[config.mk]
export PLATFORM = sky130hd
export DESIGN_NAME = lru_page_replacement
export DESIGN_NICKNAME = d
export VERILOG_FILES = /design/src/rtl/core/lru_pkg.sv /design/src/rtl/core/lru_cell.sv /design/src/rtl/core/lru_page_replacement.sv
export VERILOG_INCLUDE_DIRS = /design/src /design/src/rtl/core
export SDC_FILE = /design/constraint.sdc
export NUM_CORES = 1
export LEC_CHECK = 0
export ABC_AREA = 1
export BUFFER_PORTS_ARGS = -buffer_cell sky130_fd_sc_hd__buf_2
export CAP_MARGIN = 25
export CORE_UTILIZATION = 40
export DETAILED_ROUTE_END_ITERATION = 8
export GPL_TIMING_DRIVEN = 0
export PLACE_DENSITY_LB_ADDON = 0.15
export SYNTH_ARGS = -nofsm -noshare
export SYNTH_HDL_FRONTEND = slang
export SYNTH_SLANG_ARGS = --single-unit
export TNS_END_PERCENT = 10
[constraint.sdc]
create_clock -name clk -period 4.4 [get_ports clk]
set_input_delay 0.88 -clock clk [delete_from_list [all_inputs] [get_ports clk]]
set_output_delay 0.88 -clock clk [all_outputs]
set_load 0.01 [all_outputs]
[src/rtl/core/assert_macros.svh]
// ============================================================================
// Assertion macros
// Shared concurrent assertion shorthands for the LRU replacement block.
// ============================================================================
`ifndef ASSERT_MACROS_SVH
`define ASSERT_MACROS_SVH

// Concurrent property checked at every clock, off during reset
`define ASSERT_CLK(label, prop, msg) \
    label: assert property (@(posedge clk) disable iff (!rst_n) (prop)) \
        else $error(msg);

// Implication whose consequent is checked in the cycle after the antecedent, off during reset
`define ASSERT_NEXT(label, ante, cons, msg) \
    label: assert property (@(posedge clk) disable iff (!rst_n) (ante) |=> (cons)) \
        else $error(msg);

`endif

[src/rtl/core/lru_pkg.sv]
// ============================================================================
// LRU package
// Sizes, types and helpers shared by the frame cells and the top level.
// ============================================================================
`timescale 1ns / 1ps

package lru_pkg;

    // Number of frames and width of a stored page number
    localparam int NUM_FRAMES = 4;
    localparam int PAGE_BITS  = 16;

    // Fixed widths of the request and result fields
    localparam int PAGE_IN_W   = 16;
    localparam int FRAME_OUT_W = 4;
    localparam int COUNT_W     = 32;

    // Derived widths
    localparam int IDX_W  = (NUM_FRAMES > 1) ? $clog2(NUM_FRAMES) : 1;
    localparam int RANK_W = IDX_W;
    localparam int CNT_W  = $clog2(NUM_FRAMES + 1);

    typedef logic [PAGE_BITS-1:0] page_t;
    typedef logic [IDX_W-1:0]     idx_t;
    typedef logic [RANK_W-1:0]    rank_t;
    typedef logic [CNT_W-1:0]     cnt_t;

    // What the update pass does this transaction
    typedef enum logic [1:0] {
        CMD_HIT,
        CMD_FILL,
        CMD_EVICT
    } lru_kind_t;

    typedef struct packed {
        lru_kind_t kind;
        idx_t      target;
        rank_t     ref_rank;
        rank_t     new_rank;
    } lru_cmd_t;

    // Lookup summary handed from cell to cell
    typedef struct packed {
        logic  found;
        idx_t  found_idx;
        rank_t found_rank;
        logic  empty_found;
        idx_t  empty_idx;
        cnt_t  count;
        logic  victim_found;
        idx_t  victim_idx;
        page_t victim_page;
    } lru_chain_t;

    // Per-cell status for checking
    typedef struct packed {
        logic valid;
        logic match;
    } lru_cell_stat_t;

    // Request page to stored page width (truncate or zero-extend)
    function automatic page_t to_page(logic [PAGE_IN_W-1:0] p);
        logic [2*32-1:0] w;
        w = '0;
        w[PAGE_IN_W-1:0] = p;
        return w[PAGE_BITS-1:0];
    endfunction

    // Stored page back to result width
    function automatic logic [PAGE_IN_W-1:0] from_page(page_t p);
        logic [2*32-1:0] w;
        w = '0;
        w[PAGE_BITS-1:0] = p;
        return w[PAGE_IN_W-1:0];
    endfunction

endpackage

[src/rtl/core/lru_cell.sv]
// ============================================================================
// LRU frame cell
// Holds one frame (page, valid, rank), extends the lookup chain, and applies
// the broadcast update on an accepted transaction.
// ============================================================================
`timescale 1ns / 1ps
`include "assert_macros.svh"

module lru_cell
    import lru_pkg::*;
(
    input  logic           clk,
    input  logic           rst_n,
    input  idx_t           cell_idx,
    input  page_t          key,
    input  logic           update,
    input  lru_cmd_t       cmd,
    input  lru_chain_t     chain_in,
    output lru_chain_t     chain_out,
    output lru_cell_stat_t stat
);

    page_t page_reg;
    logic  valid_reg;
    rank_t rank_reg;

    logic  match;
    logic  is_target;

    assign match     = valid_reg && (page_reg == key);
    assign is_target = (cmd.target == cell_idx);

    assign stat.valid = valid_reg;
    assign stat.match = match;

    // Extend the lookup chain: first match, first empty, count, first rank-0
    always_comb
    begin
        chain_out       = chain_in;
        chain_out.count = chain_in.count + CNT_W'(valid_reg);
        if (!chain_in.found && match)
        begin
            chain_out.found      = 1'b1;
            chain_out.found_idx  = cell_idx;
            chain_out.found_rank = rank_reg;
        end
        if (!chain_in.empty_found && !valid_reg)
        begin
            chain_out.empty_found = 1'b1;
            chain_out.empty_idx   = cell_idx;
        end
        if (!chain_in.victim_found && valid_reg && (rank_reg == '0))
        begin
            chain_out.victim_found = 1'b1;
            chain_out.victim_idx   = cell_idx;
            chain_out.victim_page  = page_reg;
        end
    end

    // Valid and recency update
    always_ff @(posedge clk or negedge rst_n)
    begin
        if (!rst_n)
        begin
            valid_reg <= 1'b0;
            rank_reg  <= '0;
        end
        else if (update)
        begin
            unique case (cmd.kind)
                CMD_HIT:
                begin
                    if (is_target)
                        rank_reg <= cmd.new_rank;
                    else if (valid_reg && (rank_reg > cmd.ref_rank))
                        rank_reg <= rank_reg - RANK_W'(1);
                end
                CMD_FILL:
                begin
                    if (is_target)
                    begin
                        valid_reg <= 1'b1;
                        rank_reg  <= cmd.new_rank;
                    end
                end
                CMD_EVICT:
                begin
                    if (is_target)
                        rank_reg <= cmd.new_rank;
                    else if (rank_reg != '0)
                        rank_reg <= rank_reg - RANK_W'(1);
                end
                default:
                begin
                    rank_reg <= rank_reg;
                end
            endcase
        end
    end

    // Page storage, written on fill or eviction of this frame
    always_ff @(posedge clk)
    begin
        if (update && is_target && (cmd.kind != CMD_HIT))
            page_reg <= key;
    end

    // An empty frame always sits at rank zero
    `ASSERT_CLK(a_empty_rank_zero, (!valid_reg) |-> (rank_reg == '0),
        "empty frame holds a nonzero rank")

endmodule

[src/rtl/core/lru_page_replacement.sv]
// ============================================================================
// LRU page replacement
// Fully associative set of NUM_FRAMES frames with LRU replacement, built as a
// chain of frame cells, plus saturating hit and fault counters.
// ============================================================================
//
//  Channel   Handshake             Payload
//  --------  --------------------  ----------------------------------------
//  request   in_valid / in_ready   page_number
//  result    out_valid / out_ready hit, frame_index, evicted_valid,
//                                  evicted_page, hit_count, fault_count
//
//  One request per cycle while in_ready is high: lookup through the cell
//  chain and the frame update both finish in the accepting cycle; the
//  result shows in the next cycle from the output register.
//  in_ready = !out_valid || out_ready, so a held result stalls input only
//  while it waits.
//  Reset (rst_n low) empties all frames and clears both counters.
//
`timescale 1ns / 1ps
`include "assert_macros.svh"

module lru_page_replacement
    import lru_pkg::*;
(
    input  logic                   clk,
    input  logic                   rst_n,
    input  logic                   in_valid,
    output logic                   in_ready,
    input  logic [PAGE_IN_W-1:0]   page_number,
    output logic                   out_valid,
    input  logic                   out_ready,
    output logic                   hit,
    output logic [FRAME_OUT_W-1:0] frame_index,
    output logic                   evicted_valid,
    output logic [PAGE_IN_W-1:0]   evicted_page,
    output logic [COUNT_W-1:0]     hit_count,
    output logic [COUNT_W-1:0]     fault_count
);

    page_t          key;
    logic           accept;
    lru_chain_t     chain [NUM_FRAMES+1];
    lru_cell_stat_t stat  [NUM_FRAMES];
    logic [NUM_FRAMES-1:0] match_vec;
    logic [NUM_FRAMES-1:0] valid_vec;
    lru_chain_t     last;
    lru_cmd_t       cmd;

    logic                   out_valid_reg;
    logic                   hit_reg;
    logic [FRAME_OUT_W-1:0] frame_index_reg;
    logic                   evicted_valid_reg;
    logic [PAGE_IN_W-1:0]   evicted_page_reg;
    logic [COUNT_W-1:0]     hits_reg;
    logic [COUNT_W-1:0]     faults_reg;

    assign key      = to_page(page_number);
    assign in_ready = !out_valid_reg || out_ready;
    assign accept   = in_valid && in_ready;

    // Frame cell chain
    assign chain[0] = '0;

    for (genvar g = 0; g < NUM_FRAMES; g++)
    begin : g_cell
        lru_cell u_cell (
            .clk       (clk),
            .rst_n     (rst_n),
            .cell_idx  (IDX_W'(g)),
            .key       (key),
            .update    (accept),
            .cmd       (cmd),
            .chain_in  (chain[g]),
            .chain_out (chain[g+1]),
            .stat      (stat[g])
        );
        assign match_vec[g] = stat[g].match;
        assign valid_vec[g] = stat[g].valid;
    end

    assign last = chain[NUM_FRAMES];

    // Decide hit, fill of first empty frame, or eviction of rank-0 frame
    always_comb
    begin
        cmd.ref_rank = last.found_rank;
        priority if (last.found)
        begin
            cmd.kind     = CMD_HIT;
            cmd.target   = last.found_idx;
            cmd.new_rank = RANK_W'(last.count - CNT_W'(1));
        end
        else if (last.empty_found)
        begin
            cmd.kind     = CMD_FILL;
            cmd.target   = last.empty_idx;
            cmd.new_rank = RANK_W'(last.count);
        end
        else
        begin
            cmd.kind     = CMD_EVICT;
            cmd.target   = last.victim_idx;
            cmd.new_rank = RANK_W'(NUM_FRAMES - 1);
        end
    end

    // Saturating counters
    always_ff @(posedge clk or negedge rst_n)
    begin
        if (!rst_n)
        begin
            hits_reg   <= '0;
            faults_reg <= '0;
        end
        else if (accept)
        begin
            if (cmd.kind == CMD_HIT)
            begin
                if (hits_reg != '1)
                    hits_reg <= hits_reg + COUNT_W'(1);
            end
            else if (faults_reg != '1)
            begin
                faults_reg <= faults_reg + COUNT_W'(1);
            end
        end
    end

    // Output valid
    always_ff @(posedge clk or negedge rst_n)
    begin
        if (!rst_n)
            out_valid_reg <= 1'b0;
        else if (in_ready)
            out_valid_reg <= in_valid;
    end

    // Output payload
    always_ff @(posedge clk)
    begin
        if (accept)
        begin
            hit_reg           <= (cmd.kind == CMD_HIT);
            frame_index_reg   <= FRAME_OUT_W'(cmd.target);
            evicted_valid_reg <= (cmd.kind == CMD_EVICT);
            evicted_page_reg  <= (cmd.kind == CMD_EVICT) ? from_page(last.victim_page)
                                                         : '0;
        end
    end

    assign out_valid     = out_valid_reg;
    assign hit           = hit_reg;
    assign frame_index   = frame_index_reg;
    assign evicted_valid = evicted_valid_reg;
    assign evicted_page  = evicted_page_reg;
    // Counters change only on the edge that replaces the held result
    assign hit_count     = hits_reg;
    assign fault_count   = faults_reg;

    // A page never sits in two frames
    `ASSERT_CLK(a_single_match, $onehot0(match_vec), "page resident in several frames")

    // Eviction only when every frame is full
    `ASSERT_CLK(a_evict_when_full, (accept && (cmd.kind == CMD_EVICT)) |-> (&valid_vec),
        "eviction with an empty frame present")

    // A full frame set always offers a rank-0 victim
    `ASSERT_CLK(a_victim_present, (accept && (cmd.kind == CMD_EVICT)) |-> last.victim_found,
        "no rank-zero frame to evict")

    // A hit bumps the hit counter unless saturated
    `ASSERT_NEXT(a_hit_counts, (accept && (cmd.kind == CMD_HIT)),
        (hits_reg == $past(hits_reg) + COUNT_W'(1)) || ($past(hits_reg) == '1),
        "hit counter did not advance")

    // A reported eviction is never a hit
    `ASSERT_CLK(a_evict_not_hit, (out_valid_reg && evicted_valid_reg) |-> (!hit_reg),
        "result flags both hit and eviction")

endmodule
==> results of run 1 <==
## critical path, cell delays in order
cell	delay [ns]
buf_2	0.18
inv_1	0.11
nand2_1	0.14
nand2_1	0.07
nor2_1	0.15
nand2_1	0.09
nor2_2	0.17
nand3_2	0.21
nand2_4	0.15
inv_2	0.06
nand2_1	0.10
o21ai_0	0.09
a21oi_1	0.14
o22a_1	0.26
ha_1	0.28
a21oi_1	0.16
a211oi_1	0.06
nand2_1	0.07
nand2_1	0.07
o21bai_2	0.19
inv_1	0.06
nand2_1	0.05
nand2_1	0.04
## metrics by stage
stage,TNS [ns],utilization [%],hold slack (ns),worst slack [ns],cells
6_report,0,48.3,0.391,0.927,1728
5_1_grt,0,48.3,0.425,0.563,1727
4_1_cts,0,48.3,0.401,0.957,1727
3_5_place_dp,0,45.8,0.475,0.511,1695
3_3_place_gp,-0.301,45.2,0.468,-0.0199,1689
2_1_floorplan,0,-,0.449,1.13,1265
## logic make-up after synthesis
group	count (synthesis)	share of synthesized area [%]
and+or+nand+nor	751	33.7
buffers and inverters	182	7.39
DFF	161	45.4
AOI/OAI and AO/OA	83	5.04
xor gates and xnor gates	68	6.08
adders and majority gates	18	2.37
other	1	0.0383
## layer usage
metal  part of all wire, %  up-vias
li1                      -     4305
met1                    45     3931
met2                    48      235
met3                   5.4       34
met4                   2.0        0
met5                     0        -
## power groups by stage
stage,sequential (W),clock (W),combinational (W)
2_1_floorplan,0.00221,0,0.00128
3_3_place_gp,0.00220,0,0.00195
3_5_place_dp,0.00219,0,0.00204
4_1_cts,0.00217,0.00157,0.00205
5_1_grt,0.00220,0.00161,0.00229
6_report,0.00217,0.00154,0.00203
## path summary, 6_finish.rpt
kind	end	startpoint	cells after the start
setup / recovery	g_cell[3].u_cell.rank_reg[0]	page_number[15]	23
hold / removal	g_cell[3].u_cell.rank_reg[0]	rst_n	1
setup reg to reg	g_cell[2].u_cell.page_reg[3]	g_cell[0].u_cell.rank_reg[0]	13
hold reg to reg	g_cell[3].u_cell.rank_reg[0]	g_cell[3].u_cell.rank_reg[0]	2
max in group asynchronous	fault_count[11]	rst_n	2
min in group clk	g_cell[3].u_cell.rank_reg[0]	g_cell[3].u_cell.rank_reg[0]	2
## final cells by class
type,count,area share [%]
flip-flops and latches,161,38.8
repair buffers,111,5.71
inverters,166,5.43
clock inverters,10,0.970
plain buffers,16,0.883
multi-input cells,922,40.4
clock buffers,22,4.33
diodes,1,0.0218
well taps,319,3.48
## cells in the final DEF, fill, tap and decap left out, types with 3 or more instances in the layout
| cell | count |
|---|---|
| a211oi_1 | 4 |
| a21oi_1 | 18 |
| a31oi_1 | 4 |
| buf_16 | 3 |
| buf_2 | 110 |
| buf_4 | 4 |
| buf_6 | 3 |
| buf_8 | 3 |
| clkbuf_1 | 5 |
| clkbuf_16 | 19 |
| clkinv_4 | 3 |
| dfrtp_1 | 77 |
| edfxtp_1 | 84 |
| ha_1 | 17 |
| inv_1 | 147 |
| inv_2 | 17 |
| inv_6 | 3 |
| nand2_1 | 445 |
| nand2_2 | 3 |
| nand2_4 | 8 |
| nand3_1 | 38 |
| nand3_2 | 5 |
| nand3_4 | 4 |
| nand3b_1 | 6 |
| nand4_1 | 20 |
| nor2_1 | 152 |
| nor2_2 | 6 |
| nor3_1 | 40 |
| nor3b_1 | 3 |
| nor4_1 | 7 |
| o21ai_0 | 16 |
| o21ai_1 | 17 |
| o22ai_1 | 15 |
| xnor2_1 | 15 |
| xor2_1 | 53 |
==> summary.md, run 1 <==
| Metric | Value |
|---|---|
| Gr usage total | `23.5%` |
| CTS Buffer Depth | `2` |
| Total number of vias | `8505` |
| CTS Hold Buffers Added | `0` |
| Largest net degree at the start of global routing | `46` |
| Nets@finish | `1433` |
| Fin. Hold Viols | `0` |
| PortBufs | `105` |
| Logic pwr share | `35.4%` |
| Worst setup SP type | `primary input` |
| Die Y-Extent | `159 um` |
| Cell-internal power | `0.00354 W` |
| WL/cell | `16.0 um` |
| Detailed-route DRC error count | `0` |
| H-Tree Depth | `4` |
| Final wirelength | `27.7 mm` |
| Clock skew | `0.0121 ns` |
| Worst setup EP type | `register` |
| CTS tree | `built` |
| Final instance area | `11500 um2` |
| Max reg flops | `64` |
| CTS resizes | `0` |
| Crit path kind | `primary input to register` |
| Fill count | `2397` |
| Count of unique library cells instantiated by Yosys | `51` |
| Net Sw Frac | `38.3%` |
| Hold Crit Class | `primary input to asynchronous set/reset pin` |
| Max_cap viols | `0` |
| Slew at the pin with the worst max-slew slack | `0.700 ns` |
| RSZ-0062 raised after global routing | `no` |
| Seq pwr share | `37.8%` |
| Initial antenna violation count | `1` |
| Iter 0 DRT Violations | `537` |
| VDD IR max | `0.000258 V` |
| Fin crit period | `3.47 ns` |
| First-pass GRT wire length | `44.1 mm` |
| Max frequency | `288 MHz` |
| Yosys warns | `0` |
| Top Ports | `108` |
| Endpoints failing setup | `0` |
| Lkg Pwr | `5.65 nW` |
| Reg clk slew, reported paths | `0.07 ns` |
| CTS Sinks | `161` |
| Arrival time worst endpoint | `3.80 ns` |
| Postcts setup bufs | `0` |
| Met1 Resource Use GR | `31.2%` |
| Area share of the largest cell type after synthesis | `25.7%` |
| Synth cell count leaders | `445 x nand2_1, 156 x nor2_1, 147 x inv_1` |
| Clk pwr share | `26.8%` |
| DIE AREA | `25100 um2` |
| Total Power | `0.00574 W` |
| Switching pwr | `0.00219 W` |
| Pwr dens | `500 nW/um2` |
| Root Driver | `clkbuf_16` |
| Starting Density | `41.3%` |
| Outcome | `finished, final reports clean` |
| Synth Register Bits | `161` |
| Vias in the first global route | `8174` |
| Syn Area/Cell | `7.75 um2` |
| Pins Over Slew Limit | `0` |
| Routing usage on met2 | `38.7%` |
| FFs w/ async S/R, synth | `47.8%` |
| Max-slew headroom | `53.3%` |
| Worst-Skew Late Latency | `0.44 ns` |
| Gpl congestion | `0.952` |
| Area leader, netlist | `edfxtp_1` |
| Internal reg-to-reg setup slack | `1.12 ns` |
| Placed cell area | `10900 um2` |
| Mapped cell area | `9800 um2` |
| Synth area leaders | `edfxtp_1 26%, dfrtp_1 20%, nand2_1 17%, nor2_1 6.0%, inv_1 5.6%` |
| Post-synth EDFFs | `84` |
| DPL Wire Length | `21.2 mm` |
| Grt met3 use | `4.11%` |
| GRT busiest layer | `met2` |
| Syn Inst Count | `1264` |
| Worst Path Max Fanout | `9` |
| Area of the multi-input gates | `4640 um2` |
| Synth Flop Type | `edfxtp_1` |
| Core region area | `23800 um2` |
| Reg area | `4450 um2` |
| Via density per instance | `4.92` |
| Sequential share of the synthesized area | `45.4%` |
| # rows | `56` |
| Final period util | `78.9%` |
| DRT Pass-1 Iters | `5` |
| Num CTS Buffers | `17` |
| Most frequent cell after synthesis | `nand2_1` |
| Final global-route overflow total | `0` |
| Crit path required time | `4.73 ns` |
| Die Wd | `159 um` |
| Post-DRT Antenna Nets | `0` |
| Share of cells above drive strength 1 | `15.0%` |
| Layout area overhead | `17.1%` |
No activity file was read; power rests on OpenSTA's default activity.
==> inputs of run 2 (changes only) <==
==> constraint.sdc (replaced) <==
create_clock -name clk -period 3.5 [get_ports clk]
set_input_delay 0.7 -clock clk [delete_from_list [all_inputs] [get_ports clk]]
set_output_delay 0.7 -clock clk [all_outputs]
set_load 0.01 [all_outputs]
==> run 2 against run 1 <==
  * Worst setup slack got worse by 0.70 ns
  * Clock skew hardly changed
  * Clock power rose by 25%
  * Combinational power is 26% higher
  * Register-to-register slack got worse by 0.89 ns
  * Sequential share of layout area is 0.061 points lower
  * Cell count stayed put
  * Routed wire length is essentially flat
  * First-iteration DRC count down 3.9%
  * Sequential power is 25% higher
  * Clock-buffer cell count unchanged
  * Flip-flop and latch count is the same
  * Critical path type is now register to register
  * Largest cell class unchanged
==> summary.md, run 2 (synthesis gave the netlist of run 1 again) <==
| Metric | Value |
|---|---|
| Outcome | `finished, final reports clean (unchanged)` |
| Gpl congestion | `0.952 (unchanged)` |
| CTS Buffer Depth | `2 (unchanged)` |
| Via density per instance | `4.91 (was 4.92)` |
| Final wirelength | `27.7 mm (about the same)` |
| Detailed-route DRC error count | `0 (unchanged)` |
| Worst setup SP type | `register (was primary input)` |
| CTS Sinks | `161 (unchanged)` |
| Iter 0 DRT Violations | `516 (was 537)` |
| Leading cell type in the layout, fill and taps excluded | `nand2_1 (unchanged)` |
| Nets@finish | `1433 (unchanged)` |
| CTS resizes | `0 (unchanged)` |
| Postcts setup bufs | `0 (unchanged)` |
| Arrival time worst endpoint | `3.41 ns (was 3.80 ns)` |
| Internal reg-to-reg setup slack | `0.23 ns (was 1.12 ns)` |
| Final period util | `93.4%` |
| VDD IR max | `0.000323 V (was 0.000258 V)` |
| Root Driver | `clkbuf_16 (unchanged)` |
| Seq pwr share | `37.7% (was 37.8%)` |
| Clk pwr share | `26.8% (about the same)` |
| Cells after DPL | `1695 (unchanged)` |
| Setup TNS | `0 ns (unchanged)` |
| Total Power | `0.00722 W (was 0.00574 W)` |
| Core region area | `23800 um2 (unchanged)` |
| Vias in the first global route | `8174 (unchanged)` |
| CTS tree | `built (unchanged)` |
| CP max-delay cell | `nor2_2 (was ha_1)` |
| First-pass GRT wire length | `44.1 mm (unchanged)` |
| Max-slew headroom | `52.8% (was 53.3%)` |
| Worst path max stage delay | `0.48 ns (was 0.28 ns)` |
| Max frequency | `306 MHz` |
| DRT Pass-1 Iters | `5 (unchanged)` |
| Max_cap viols | `0 (unchanged)` |
| Largest net degree at the start of global routing | `46 (unchanged)` |
| Cell-internal power | `0.00445 W (was 0.00354 W)` |
| PortBufs | `105 (unchanged)` |
| Worst Path Max Fanout | `10 (was 9)` |
| Cell mode on critical path | `nand2_4 (was nand2_1)` |
| Fin. Hold Viols | `0 (unchanged)` |
| Lkg Pwr | `5.66 nW (was 5.65 nW)` |
| Final global-route overflow total | `0 (unchanged)` |
| Post-DRT Antenna Nets | `0 (unchanged)` |
| Fill count | `2393 (was 2397)` |
| Endpoints failing setup | `0 (unchanged)` |
| Num CTS Buffers | `17 (unchanged)` |
| Worst setup EP type | `register (unchanged)` |
| H-Tree Depth | `4 (unchanged)` |
| Net Sw Frac | `38.3% (about the same)` |
| Slew at the pin with the worst max-slew slack | `0.707 ns (was 0.700 ns)` |
| Switching pwr | `0.00277 W (was 0.00219 W)` |
| CTS Hold Buffers Added | `0 (unchanged)` |
| Layout area overhead | `17.4% (was 17.1%)` |
| Worst-Skew Late Latency | `0.44 ns (about the same)` |
| Worst path buffer plus inverter count | `2 (was 4)` |
| DIE AREA | `25100 um2 (unchanged)` |
| Max reg flops | `64 (unchanged)` |
| Crit path kind | `register to register (was primary input to register)` |
| Clock skew | `0.0119 ns (was 0.0121 ns)` |
| Initial antenna violation count | `1 (unchanged)` |
| Pins Over Slew Limit | `0 (unchanged)` |
| RSZ-0062 raised after global routing | `no (unchanged)` |
| Fin crit period | `3.27 ns` |
| Total number of vias | `8490 (was 8505)` |
| Layout Cells excl Fill | `1728 (unchanged)` |
| DPL Wire Length | `21.2 mm (unchanged)` |
| Starting Density | `41.3% (unchanged)` |
| Largest delay share family, worst path | `simple AND/OR/NAND/NOR gates (unchanged)` |
| Worst path cell trace | `inv_1, ha_1, nand2_4, nand3_4, nand4_4, nand2b_2, nand2_1, a21oi_2, nand2_4, nand2_4, nand2_4, nor2_2, buf_8 (was buf_2, inv_1, nand2_1, nand2_1, nor2_1, nand2_1, nor2_2, nand3_2, nand2_4, inv_2, nand2_1, o21ai_0, a21oi_1, o22a_1, ha_1, a21oi_1, a211oi_1, nand2_1, nand2_1, o21bai_2, inv_1, nand2_1, nand2_1)` |
| Share of cells above drive strength 1 | `15.2% (was 15.0%)` |
| Top Ports | `108 (unchanged)` |
| Reg clk slew, reported paths | `0.07 ns (about the same)` |
| Gr usage total | `23.5% (unchanged)` |
| Logic pwr share | `35.5% (was 35.4%)` |
| Die Y-Extent | `159 um (unchanged)` |
| WL/cell | `16.0 um (about the same)` |
| Hold Crit Class | `primary input to asynchronous set/reset pin (unchanged)` |
| Die Wd | `159 um (unchanged)` |
| Most frequent cells in the layout | `445 x nand2_1, 152 x nor2_1, 147 x inv_1 (unchanged)` |
| Crit path required time | `3.64 ns (was 4.73 ns)` |
| # rows | `56 (unchanged)` |
| Pwr dens | `628 nW/um2 (was 500 nW/um2)` |
==> run 2: changes by cell type in the layout (fill, tap and decap cells not counted) <==
| cell | delta |
|---|---|
| o22ai_1 | -1 |
| o22a_2 | +1 |
| nand3_2 | -1 |
| o22ai_2 | +1 |
| dfrtp_1 | -1 |
| o22a_1 | -1 |
| nand3_4 | +1 |
| nor2_2 | -1 |
| nor2_4 | +1 |
| dfrtp_2 | +1 |
==> run 2: cell type report <==
| class | count | area, um2 | area share [%] |
|---|---|---|---|
| diodes | 1 | 2.50 | 0.0218 |
| plain buffers | 16 | 101 | 0.881 |
| clock buffers | 22 | 497 | 4.32 |
| clock inverters | 10 | 111 | 0.968 |
| inverters | 166 | 623 | 5.42 |
| multi-input cells | 922 | 4660 | 40.5 |
| flip-flops and latches | 161 | 4450 | 38.7 |
| well taps | 319 | 399 | 3.47 |
| repair buffers | 111 | 656 | 5.70 |
==> run 2: final timing paths <==
check	startpoint	end	cells past startpoint
worst max-delay path	g_cell[0].u_cell.rank_reg[0]	g_cell[2].u_cell.page_reg[13]	13
worst max register to register	g_cell[0].u_cell.rank_reg[0]	g_cell[2].u_cell.page_reg[13]	13
worst min-delay path	rst_n	g_cell[3].u_cell.rank_reg[0]	1
min in group clk	g_cell[3].u_cell.rank_reg[0]	g_cell[3].u_cell.rank_reg[0]	2
worst min register to register	g_cell[3].u_cell.rank_reg[0]	g_cell[3].u_cell.rank_reg[0]	2
max in group asynchronous	rst_n	fault_count[11]	2
==> run 2: power by group through the flow <==
stage	clock [W]	combinational, W	sequential, W
floorplan	0	0.00161	0.00278
global placement	0	0.00246	0.00276
detailed placement	0	0.00256	0.00275
CTS	0.00197	0.00257	0.00272
global route	0.00202	0.00288	0.00277
finish	0.00193	0.00256	0.00272
==> run 2: stage by stage <==
| stage | setup slack (ns) | area, um2 | hold WS (ns) | utilization [%] |
|---|---|---|---|---|
| CTS | 0.199 | 11500 | 0.221 | 48.3 |
| detailed placement | -0.209 | 10900 | 0.475 | 45.8 |
| floorplan | 0.412 | 9800 | 0.404 | - |
| global route | 0.0114 | 11500 | 0.245 | 48.4 |
| finish | 0.230 | 11500 | 0.211 | 48.4 |
| global placement | -0.740 | 10700 | 0.468 | 45.2 |
==> run 2: worst reg2reg max path: stages (launching register included) <==
cell and delay (ns):
dfrtp_1 0.40, inv_1 0.12, ha_1 0.31, nand2_4 0.20, nand3_4 0.21, nand4_4 0.26, nand2b_2 0.21, nand2_1 0.08
a21oi_2 0.17, nand2_4 0.10, nand2_4 0.11, nand2_4 0.09, nor2_2 0.48, buf_8 0.24
==> run 2: metal layers <==
| metal | GRT usage (%) | up-vias | share of wire (%) |
|---|---|---|---|
| met3 | 4.11 | 36 | 5.0 |
| li1 | - | 4308 | - |
| met4 | 7.33 | 0 | 2.1 |
| met5 | 0 | - | 0 |
| met2 | 38.7 | 226 | 47 |
| met1 | 31.2 | 3920 | 46 |
